`src/sv/pps_pkg.sv`:
```
// Shared widths and controller to datapath command and status types for the scheduler.
package pps_pkg;

  localparam int ARR_W  = 12;
  localparam int BUR_W  = 12;
  localparam int PRI_W  = 8;
  localparam int TIDX_W = 4;
  localparam int TIME_W = 17;

  typedef struct packed {
    logic load;
    logic scan_clr;
    logic scan_rd;
    logic tick_upd;
    logic out_rd;
    logic out_load;
    logic out_next;
    logic run_end;
  } cmd_t;

  typedef struct packed {
    logic all_zero;
    logic scan_last;
    logic run_done;
    logic out_last;
  } sts_t;

endpackage

```
`src/sv/pps_ctrl.sv`:
```
// Controller state machine that sequences loading, tick scans, updates and result output.
module pps_ctrl (
  input  logic          clk,
  input  logic          rst_n,
  input  logic          in_acc,
  input  logic          in_last,
  input  logic          out_acc,
  input  pps_pkg::sts_t sts,
  output pps_pkg::cmd_t cmd,
  output logic          in_stall
);

  localparam logic [2:0] S_LOAD  = 3'd0;
  localparam logic [2:0] S_START = 3'd1;
  localparam logic [2:0] S_SCAN  = 3'd2;
  localparam logic [2:0] S_CMP   = 3'd3;
  localparam logic [2:0] S_UPD   = 3'd4;
  localparam logic [2:0] S_ORD   = 3'd5;
  localparam logic [2:0] S_OCAP  = 3'd6;
  localparam logic [2:0] S_OHOLD = 3'd7;

  logic [2:0] state_r;
  logic [2:0] state_nxt;

  always_ff @(posedge clk) begin
    if (!rst_n) begin
      state_r <= S_LOAD;
    end else begin
      state_r <= state_nxt;
    end
  end

  always_comb begin
    state_nxt = state_r;
    cmd       = '0;
    unique case (state_r)
      S_LOAD: begin
        cmd.load = in_acc;
        if (in_acc && in_last) begin
          state_nxt = S_START;
        end
      end
      S_START: begin
        cmd.scan_clr = 1'b1;
        state_nxt    = sts.all_zero ? S_ORD : S_SCAN;
      end
      S_SCAN: begin
        cmd.scan_rd = 1'b1;
        if (sts.scan_last) begin
          state_nxt = S_CMP;
        end
      end
      S_CMP: begin
        state_nxt = S_UPD;
      end
      S_UPD: begin
        cmd.tick_upd = 1'b1;
        cmd.scan_clr = 1'b1;
        state_nxt    = sts.run_done ? S_ORD : S_SCAN;
      end
      S_ORD: begin
        cmd.out_rd = 1'b1;
        state_nxt  = S_OCAP;
      end
      S_OCAP: begin
        cmd.out_load = 1'b1;
        state_nxt    = S_OHOLD;
      end
      S_OHOLD: begin
        if (out_acc) begin
          if (sts.out_last) begin
            cmd.run_end = 1'b1;
            state_nxt   = S_LOAD;
          end else begin
            cmd.out_next = 1'b1;
            state_nxt    = S_ORD;
          end
        end
      end
    endcase
  end

  assign in_stall = (state_r != S_LOAD);

endmodule

```
`src/sv/pps_dp.sv`:
```
// Datapath with the task stores, tick counter, priority scan and result registers.
module pps_dp #(
  parameter int MAX_TASKS = 16
) (
  input  logic                        clk,
  input  logic                        rst_n,
  input  pps_pkg::cmd_t               cmd,
  output pps_pkg::sts_t               sts,
  input  logic [pps_pkg::ARR_W-1:0]   in_arrival_time,
  input  logic [pps_pkg::BUR_W-1:0]   in_burst_length,
  input  logic [pps_pkg::PRI_W-1:0]   in_task_priority,
  input  logic                        out_acc,
  output logic                        out_valid,
  output logic [pps_pkg::TIDX_W-1:0]  out_task_index,
  output logic [pps_pkg::TIME_W-1:0]  out_turnaround,
  output logic [pps_pkg::TIME_W-1:0]  out_waiting,
  output logic                        out_last_result
);

  localparam int IDX_W = (MAX_TASKS > 1) ? $clog2(MAX_TASKS) : 1;
  localparam int CNT_W = $clog2(MAX_TASKS + 1);
  localparam int AW    = pps_pkg::ARR_W;
  localparam int BW    = pps_pkg::BUR_W;
  localparam int PW    = pps_pkg::PRI_W;
  localparam int TW    = pps_pkg::TIME_W;

  logic [AW-1:0] arrival_mem    [MAX_TASKS];
  logic [BW-1:0] burst_mem      [MAX_TASKS];
  logic [PW-1:0] priority_mem   [MAX_TASKS];
  logic [BW-1:0] remaining_mem  [MAX_TASKS];
  logic [TW-1:0] turnaround_mem [MAX_TASKS];

  logic [CNT_W-1:0] loaded_r;
  logic [CNT_W-1:0] finished_r;
  logic [TW-1:0]    tick_r;
  logic [IDX_W-1:0] scan_idx_r;
  logic [IDX_W-1:0] out_idx_r;
  logic             cmp_vld_r;
  logic [IDX_W-1:0] cmp_idx_r;
  logic             found_r;
  logic [PW-1:0]    best_pri_r;
  logic [IDX_W-1:0] pick_r;
  logic [BW-1:0]    pick_rem_r;
  logic [AW-1:0]    pick_arr_r;
  logic [AW-1:0]    arr_rd_r;
  logic [PW-1:0]    pri_rd_r;
  logic [BW-1:0]    rem_rd_r;
  logic [TW-1:0]    tat_rd_r;
  logic [BW-1:0]    bur_rd_r;
  logic             out_valid_r;
  logic [pps_pkg::TIDX_W-1:0] out_tidx_r;
  logic [TW-1:0]    out_tat_r;
  logic [TW-1:0]    out_wait_r;
  logic             out_last_r;

  logic             store_ok;
  logic [IDX_W-1:0] wr_idx;
  logic [CNT_W-1:0] loaded_m1;
  logic [TW-1:0]    tick_inc;
  logic [TW-1:0]    fin_tat;
  logic             finish_now;
  logic [CNT_W-1:0] finished_upd;
  logic             task_ready;
  logic             take_task;
  logic [IDX_W+pps_pkg::TIDX_W-1:0] tidx_ext;

  assign store_ok     = (loaded_r < CNT_W'(MAX_TASKS));
  assign wr_idx       = loaded_r[IDX_W-1:0];
  assign loaded_m1    = loaded_r - CNT_W'(1);
  assign tick_inc     = tick_r + TW'(1);
  assign fin_tat      = tick_inc - TW'(pick_arr_r);
  assign finish_now   = found_r && (pick_rem_r == BW'(1));
  assign finished_upd = finished_r + CNT_W'(finish_now);
  assign task_ready   = (TW'(arr_rd_r) <= tick_r) && (rem_rd_r != '0);
  assign take_task    = cmp_vld_r && task_ready && (!found_r || (pri_rd_r < best_pri_r));
  assign tidx_ext     = {{pps_pkg::TIDX_W{1'b0}}, out_idx_r};

  assign sts.all_zero  = (finished_r == loaded_r);
  assign sts.scan_last = (scan_idx_r == loaded_m1[IDX_W-1:0]);
  assign sts.run_done  = (finished_upd == loaded_r);
  assign sts.out_last  = (out_idx_r == loaded_m1[IDX_W-1:0]);

  always_ff @(posedge clk) begin
    if (cmd.load && store_ok) begin
      arrival_mem[wr_idx]  <= in_arrival_time;
      priority_mem[wr_idx] <= in_task_priority;
    end
    if (cmd.scan_rd) begin
      arr_rd_r <= arrival_mem[scan_idx_r];
      pri_rd_r <= priority_mem[scan_idx_r];
    end
  end

  always_ff @(posedge clk) begin
    if (cmd.load && store_ok) begin
      burst_mem[wr_idx] <= in_burst_length;
    end
    if (cmd.out_rd) begin
      bur_rd_r <= burst_mem[out_idx_r];
    end
  end

  always_ff @(posedge clk) begin
    if (cmd.load && store_ok) begin
      remaining_mem[wr_idx] <= in_burst_length;
    end else if (cmd.tick_upd && found_r) begin
      remaining_mem[pick_r] <= pick_rem_r - BW'(1);
    end
    if (cmd.scan_rd) begin
      rem_rd_r <= remaining_mem[scan_idx_r];
    end
  end

  always_ff @(posedge clk) begin
    if (cmd.load && store_ok) begin
      turnaround_mem[wr_idx] <= '0;
    end else if (cmd.tick_upd && finish_now) begin
      turnaround_mem[pick_r] <= fin_tat;
    end
    if (cmd.out_rd) begin
      tat_rd_r <= turnaround_mem[out_idx_r];
    end
  end

  always_ff @(posedge clk) begin
    if (!rst_n) begin
      loaded_r    <= '0;
      finished_r  <= '0;
      tick_r      <= '0;
      scan_idx_r  <= '0;
      out_idx_r   <= '0;
      cmp_vld_r   <= 1'b0;
      found_r     <= 1'b0;
      out_valid_r <= 1'b0;
    end else begin
      cmp_vld_r <= cmd.scan_rd;
      if (cmd.run_end) begin
        loaded_r   <= '0;
        finished_r <= '0;
        tick_r     <= '0;
        out_idx_r  <= '0;
      end else if (cmd.load && store_ok) begin
        loaded_r   <= loaded_r + CNT_W'(1);
        finished_r <= finished_r + CNT_W'(in_burst_length == '0);
      end else if (cmd.tick_upd) begin
        tick_r     <= tick_inc;
        finished_r <= finished_upd;
      end else if (cmd.out_next) begin
        out_idx_r <= out_idx_r + IDX_W'(1);
      end
      if (cmd.scan_clr) begin
        scan_idx_r <= '0;
        found_r    <= 1'b0;
      end else begin
        if (cmd.scan_rd) begin
          scan_idx_r <= scan_idx_r + IDX_W'(1);
        end
        if (take_task) begin
          found_r <= 1'b1;
        end
      end
      if (cmd.out_load) begin
        out_valid_r <= 1'b1;
      end else if (out_acc) begin
        out_valid_r <= 1'b0;
      end
    end
  end

  always_ff @(posedge clk) begin
    cmp_idx_r <= scan_idx_r;
    if (take_task) begin
      best_pri_r <= pri_rd_r;
      pick_r     <= cmp_idx_r;
      pick_rem_r <= rem_rd_r;
      pick_arr_r <= arr_rd_r;
    end
    if (cmd.out_load) begin
      out_tidx_r <= tidx_ext[pps_pkg::TIDX_W-1:0];
      out_tat_r  <= tat_rd_r;
      out_wait_r <= (bur_rd_r == '0) ? '0 : (tat_rd_r - TW'(bur_rd_r));
      out_last_r <= sts.out_last;
    end
  end

  assign out_valid       = out_valid_r;
  assign out_task_index  = out_tidx_r;
  assign out_turnaround  = out_tat_r;
  assign out_waiting     = out_wait_r;
  assign out_last_result = out_last_r;

endmodule

```
`src/sv/priority_preemptive_scheduler_unit.sv`:
```
// Top level of the preemptive priority scheduler: controller and datapath.
// Usage:
// Task descriptors enter on the in_ channel, one word per task, in load order.
// A word is taken at a clock edge where in_valid is high and in_stall is low.
// Up to MAX_TASKS words are stored; further words of the same set are dropped.
// The word with in_last_task set starts the schedule from tick zero.
// While the schedule runs and results drain, in_stall stays high.
// Each simulated tick reads the task stores once for each of the N stored
// tasks, then passes through one compare state and one update state; a run
// begins with one start state.
// Results leave on the out_ channel, one word per task in load order, with
// out_last_result on the final word; each word is read, captured, then held.
// A word is taken when out_valid is high and out_stall is low; while the
// receiver stalls, the word holds and the block waits.
// After the final result the block takes a new set at the next cycle.
// Reset (rst_n low, synchronous) empties the store and returns to loading.
module priority_preemptive_scheduler_unit #(
  parameter int MAX_TASKS = 16
) (
  input  logic                        clk,
  input  logic                        rst_n,
  input  logic                        in_valid,
  output logic                        in_stall,
  input  logic [pps_pkg::ARR_W-1:0]   in_arrival_time,
  input  logic [pps_pkg::BUR_W-1:0]   in_burst_length,
  input  logic [pps_pkg::PRI_W-1:0]   in_task_priority,
  input  logic                        in_last_task,
  output logic                        out_valid,
  input  logic                        out_stall,
  output logic [pps_pkg::TIDX_W-1:0]  out_task_index,
  output logic [pps_pkg::TIME_W-1:0]  out_turnaround,
  output logic [pps_pkg::TIME_W-1:0]  out_waiting,
  output logic                        out_last_result
);

  pps_pkg::cmd_t cmd;
  pps_pkg::sts_t sts;
  logic          in_acc;
  logic          out_acc;

  assign in_acc  = in_valid && !in_stall;
  assign out_acc = out_valid && !out_stall;

  pps_ctrl u_ctrl (
    .clk      (clk),
    .rst_n    (rst_n),
    .in_acc   (in_acc),
    .in_last  (in_last_task),
    .out_acc  (out_acc),
    .sts      (sts),
    .cmd      (cmd),
    .in_stall (in_stall)
  );

  pps_dp #(
    .MAX_TASKS (MAX_TASKS)
  ) u_dp (
    .clk              (clk),
    .rst_n            (rst_n),
    .cmd              (cmd),
    .sts              (sts),
    .in_arrival_time  (in_arrival_time),
    .in_burst_length  (in_burst_length),
    .in_task_priority (in_task_priority),
    .out_acc          (out_acc),
    .out_valid        (out_valid),
    .out_task_index   (out_task_index),
    .out_turnaround   (out_turnaround),
    .out_waiting      (out_waiting),
    .out_last_result  (out_last_result)
  );

endmodule
```
`config.mk`:
```
export PLATFORM = sky130hd
export DESIGN_NAME = priority_preemptive_scheduler_unit
export DESIGN_NICKNAME = d
export VERILOG_FILES = /design/src/sv/pps_pkg.sv /design/src/sv/pps_ctrl.sv /design/src/sv/pps_dp.sv /design/src/sv/priority_preemptive_scheduler_unit.sv
export SDC_FILE = /design/constraint.sdc
export NUM_CORES = 1
export LEC_CHECK = 0
export ABC_AREA = 1
export BUFFER_PORTS_ARGS = -buffer_cell sky130_fd_sc_hd__buf_2
export CORE_UTILIZATION = 50
export CTS_BUF_LIST = sky130_fd_sc_hd__clkbuf_2
export DETAILED_ROUTE_END_ITERATION = 8
export HOLD_SLACK_MARGIN = 0.03
export PLACE_DENSITY = 0.67
export SYNTH_ARGS = -nofsm -noshare
export SYNTH_HDL_FRONTEND = slang
export SYNTH_SLANG_ARGS = --single-unit
export TNS_END_PERCENT = 1
```
`constraint.sdc`:
```
create_clock -name clk -period 6.4 [get_ports clk]
set_clock_uncertainty 0.1 [all_clocks]
set_input_delay 0.64 -clock clk [delete_from_list [all_inputs] [get_ports clk]]
set_output_delay 0.64 -clock clk [all_outputs]
set_load 0.01 [all_outputs]
```
======== Word-level counts from Yosys, hierarchy flattened ========
Memories as Yosys holds them, arrays and structs flattened. A register that Yosys moved wholly into a read port is not among the register bits.
Cells that the tools add are included.
W data, S select, Z words.
word-level totals
  bits in registers ....................... 120
  bits in latches ......................... 0
  RAM bits ................................ 976
  bits in read-only memories .............. 0
  input bits .............................. 37
  output and inout port bits .............. 41
  memories kept ........................... 5
memory list
  memory               depth  bits a word  rd ports  clocked after memory_dff  wr ports  RTL line      text
  u_dp.turnaround_mem  16     17           1         1                         1         pps_dp.sv:31  logic [TW-1:0] turnaround_mem [MAX_TASKS];
  u_dp.arrival_mem     16     12           1         1                         1         pps_dp.sv:27  logic [AW-1:0] arrival_mem [MAX_TASKS];
  u_dp.burst_mem       16     12           1         1                         1         pps_dp.sv:28  logic [BW-1:0] burst_mem [MAX_TASKS];
  u_dp.remaining_mem   16     12           1         1                         1         pps_dp.sv:30  logic [BW-1:0] remaining_mem [MAX_TASKS];
  u_dp.priority_mem    16     8            1         1                         1         pps_dp.sv:29  logic [PW-1:0] priority_mem [MAX_TASKS];
operators by class
  add/sub/neg operators ................... 10
  multiply operators ...................... 0
  divide/modulo/power cells ............... 0
  $lt $le $gt $ge ......................... 3
  eq/ne operators ......................... 15
  shift-type cells ........................ 0
  multiplexer cells ....................... 35
  bitwise logic cells ..................... 3
  reduce and logical (&&, ||, !) cells .... 29
operator list
  operator                 number
  $sub A17 B12 Y17         2
  $logic_not A12 Y1        2
  $pmux W3 S8              1
  $mux W1                  20
  $mux W3                  6
  $add A17 B1 Y17 const B  1
  $le A12 B17 Y1           1
  $mux W17                 1
  $reduce_or A17 Y1        1
  $eq A12 B1 Y1 const B    1
  $eq A3 B3 Y1 const B     4
  $mux W12                 1
  $reduce_bool A12 Y1      1
  $reduce_or A12 Y1        1
  $sub A12 B1 Y12 const B  1
  $add A5 B1 Y5            2
  $eq A5 B5 Y1             2
  $logic_and A1 B1 Y1      10
  $mux W5                  2
  $add A4 B1 Y4 const B    2
  $eq A4 B4 Y1             2
  $lt A8 B8 Y1             1
  $mux W4                  2
  $eq A3 B2 Y1 const B     2
  16 further kinds         26

======== Longest topological paths before layout ========
  depth in word-level cells ............... 9
  mapped depth ............................ 19
  mapped depth without buffers ............ 19

======== Hierarchy ========
Synthesis repeated with hierarchy kept, for this count alone.
second synthesis, totals
  cells, all modules ...................... 3,721
  area, all modules ....................... 47,445.5 um^2
by module, submodules not included
  module                              instances  cells an instance  area each (um^2)
  pps_dp                              1          3,663              47,112.7
  pps_ctrl                            1          54                 312.8
  priority_preemptive_scheduler_unit  1          4                  20.0

======== Least setup slack after synthesis ========
No wires, ideal clock.
  kind .................................... reg2reg
  from .................................... register u_dp.tick_r[4]
  to ...................................... register u_dp.best_pri_r[0] (enable)
  library setup time ...................... 0.429 ns
  arrival ................................. 2.833 ns
  required time ........................... 5.871 ns
  slack ................................... 3.037 ns
  cell stages (with the launch flop) ...... 9
  buffers on the path ..................... 0
  cell sequence ........................... dfxtp_1 > inv_2 > ha_1 > nand4_1 > nor4_1 > nand2_1 > nand2_1 > nand2_1 > nor2_1
between the ends
  cells in the longest elaborated chain, start to end .. 4
ends and longest elaborated chain
  element                            RTL line       text
  start, declared                    pps_dp.sv:35   logic [TW-1:0] tick_r;
  start signal, assigned             pps_dp.sv:146  tick_r <= tick_inc;
  $le A12 B17 Y1                     pps_dp.sv:74   assign task_ready = (TW'(arr_rd_r) <= tick_r) && (rem_rd_r != '0);
  $logic_and A1 B1 Y1                pps_dp.sv:74
  $logic_and A1 B1 Y1 (2 in series)  pps_dp.sv:75   assign take_task = cmp_vld_r && task_ready && (!found_r || (pri_rd_r < best_pri_r));
  net u_dp.take_task                 pps_dp.sv:64   logic take_task;
  end signal, assigned               pps_dp.sv:173  best_pri_r <= pri_rd_r;
  end, declared                      pps_dp.sv:41   logic [PW-1:0] best_pri_r;
The timed path passes the listed nets, and every way through them passes these cells.
A chain may end at the register's enable or synchronous reset.

======== Worst setup path after layout ========
  from .................................... register u_dp.tick_r[0]
  to ...................................... memory u_dp.turnaround_mem[15][13] (netlist bit), data pin
between the ends
  cells in the longest elaborated chain, start to end .. 3
ends and longest elaborated chain
  element                RTL line      text
  $add A17 B1 Y17        pps_dp.sv:70  assign tick_inc = tick_r + TW'(1);
  net u_dp.tick_inc[10]  pps_dp.sv:59  logic [TW-1:0] tick_inc;
  $sub A17 B12 Y17       pps_dp.sv:71  assign fin_tat = tick_inc - TW'(pick_arr_r);
  $mux W17 (no line)     n/a
  end, declared          pps_dp.sv:31
The timed path passes the listed nets, and every way through them passes these cells.

==> results.cfg <==
[sta]
fin_crit_ns = 4.00
grt_setup_unrepaired = false
worstMarginPinSlew_ns = 1.25
fin_setup_tns_ns = 0
fin_crit_sh_pct = 62.5
final_max_slew_viol_count = 0
hold_viol = 0
fmax_mhz = 250
relSlewSlack_pct = 16.4
setup_viol = 0
setup_ws_ns = 2.40

[cts]
insertion_delay_ns = 1.50
cts-root-buf = clkbuf_2
clock_sinks = 1157
clk_pin_slew_worst_paths_ns = 0.10
htree_levels = 5
cts_buffers = 306
clockBufferDepth = 4
cts_tree = built
postCtsSetupBuffers = 0

[critical_path]
crit_family = simple AND/OR/NAND/NOR gates
timing.critical_path.mode_cell = nand3_1
rrSetupSlack_ns = 2.40
cp-start-kind = register
cp_slowest_stage_delay_ns = 0.81
cp-end-kind = register
cp-startpoint = u_dp.tick_r[0]
endpoint = u_dp.turnaround_mem[15][13]
reg2reg_depth = 16
reg2reg_from = u_dp.tick_r[0]
r2r_end = u_dp.turnaround_mem[15][13]
worst-path-buf-inv = 1
cp_num_cells = 16
arrival_ns = 4.92
slowest_stage = nor2_1
required_ns = 7.32
worstSetupPathType = reg2reg
crit_chain = ha_1 > nand2_2 > nor2_4 > nand3_2 > nor2_1 > nand3_1 > xor2_1 > ha_1 > inv_1 > nor3_1 > nand3_1 > nand3_1 > nand2_1 > nand3_1 > o21ai_0 > nor2_1
crit_fanout = 16

[power_and_ir_drop]
ir_worst_vdd_v = 0.000168
power_density_mw_per_mm2 = 265
leakagePower_nw = 18.6

[synthesis]
ys_types = 49
async_flop_share_pct = 0
yosys-top-cells-area = edfxtp_1 (71%), o21ai_0 (4.5%), nor2_1 (4.3%)
yosysTopAreaCellShare_pct = 70.6
synth_enable_flop_cells = 1112
netlist_area_mm2 = 0.0473
postSynthAreaPerCell_um2 = 12.7
synth_flop_cell = edfxtp_1
ys_seq_area_share_pct = 72.5
syn_inst = 3727
synth_largest_area_cell = edfxtp_1
synth-seq-cells = 1157
yosysWarnings = 0
syn_nets = 3823

[cells_and_area]
nFillCells = 7757
final_common_cell = edfxtp_1
multi_input_area_mm2 = 0.0116
syn2layout_area_growth_pct = 10.5
drive_above_1_share_pct = 16.6
ff_latch_area_mm2 = 0.0343
final_cell_mix = edfxtp_1 (1112), nor2_1 (503), nand2_1 (436)
final_nets = 4136

[floorplan]
die_area_mm2 = 0.0958
die_h_um = 310
die_w_um = 310
num_io_pins = 78
start_util_pct = 50.6
core_area_mm2 = 0.0935
rows = 112

[grt]
grt_usage_pct = 25.6
antenna_found_initial = 6
grt_overflow_total = 0
grt_pass1_vias = 30500
grt_first_pass_wirelength_um = 182000
grt_max_degree = 214

[routing]
totalWireLength_um = 122000
vias_per_cell = 5.77
antenna_left = 0
vias = 31600
drc = 0
dr.pass1.iters = 6
drt-initial-drc-count = 3403
detail_route.wl_per_cell_um = 22.3

[place]
globalplace.congestion = 0.873
io_buffers = 77
dp_hpwl_um = 66400
dp_slack_ns = 2.52

[job]
drv_cap = 0

[worst_hold_path]
hold_path_class = in2reg

[run_status]
outcome = complete, no violations
final cells by class:
| type | count | area share, % |
|---|---|---|
| antenna | 10 | 0.0479 |
| timing repair buffer | 216 | 3.18 |
| sequential | 1157 | 65.6 |
| inverter | 171 | 1.25 |
| clock buffer | 431 | 4.13 |
| clock inverter | 59 | 0.629 |
| tap | 1254 | 3.00 |
| multi-input combinational | 2188 | 22.1 |
Yosys cell counts, types with 16 or more instances:
master    instances
a21oi_1         143
o22ai_1          69
xor2_1           18
edfxtp_1       1112
buf_2            69
nand4_1          43
ha_1             57
o21ai_0         427
buf_4            16
nand2_2          16
inv_1           151
o21ai_1          31
o211ai_1         32
nor2_1          541
inv_2            18
nand3_1         132
dfxtp_1          45
o221ai_1        121
nand2_1         437
clkbuf_1        116
a221oi_1         38
how the worst min path moves through the flow:
stage                        end  cells after the start          startpoint  slack (ns)
2_1_floorplan  u_dp.cmp_idx_r[2]                      0  u_dp.scan_idx_r[2]        0.23
3_5_place_dp      u_dp.pick_r[1]                      0   u_dp.cmp_idx_r[1]        0.29
4_1_cts         u_dp.loaded_r[0]                      5            in_valid        0.08
6_report        u_dp.loaded_r[0]                      5            in_valid        0.25
5_1_grt         u_dp.loaded_r[1]                      5            in_valid        0.14
3_3_place_gp      u_dp.pick_r[0]                      0   u_dp.cmp_idx_r[0]        0.29
kinds of logic after synthesis:
family / count (synthesis) / share of synthesized area, %
and+or+nand+nor: 1211 / 10.7
DFF: 1157 / 72.5
AOI/OAI and AO/OA: 895 / 11.4
buffers and inverters: 382 / 3.44
adders and majority gates: 59 / 1.59
xor gates and xnor gates: 23 / 0.426
per-stage QoR:
step	hold WS, ns	instance area (um^2)	total power [mW]	std cells	utilization, %
after detailed placement	0.291	49000	9.22	4909	52.4
after global placement	0.287	49000	9.21	4909	52.4
final	0.248	52300	13.9	5486	55.9
after floorplan	0.226	47300	8.96	3727	-
after global routing	0.140	52300	14.4	5486	55.9
after CTS	0.0757	52200	14.0	5475	55.9
state kept, by name, indices dropped and copies added (netlist names), 128 cells and up:
name	cells
u_dp.arrival_mem	192
u_dp.burst_mem	192
u_dp.priority_mem	128
u_dp.remaining_mem	192
u_dp.turnaround_mem	272
repair_timing:
item / CTS / global route
hold buffers: 76 / 0
gates resized for setup: 0 / 0
hold endpoints to repair: 745 / 0
tightest hold or removal path, delay by kind of cell:
kind	cells	cell delay, ns
buffers and inverters	2	0.70
AND/OR/NAND/NOR	2	0.34
AO/OA/AOI/OAI	1	0.14
report_power, final:
part | switching, mW | total, mW | internal, mW
Clock | 2.84 | 4.77 | 1.93
Combinational | 0.465 | 0.657 | 0.192
Sequential | 0.0471 | 8.44 | 8.39
Total | 3.35 | 13.9 | 10.5
per-layer routing:
metal | part of all wire, % | global-route usage (%)
met5 | 0.025 | 0
met3 | 7.7 | 5.18
met4 | 3.4 | 11.3
met2 | 48 | 40.6
met1 | 41 | 34.2
Note: power is estimated with default switching activity, not from simulation.
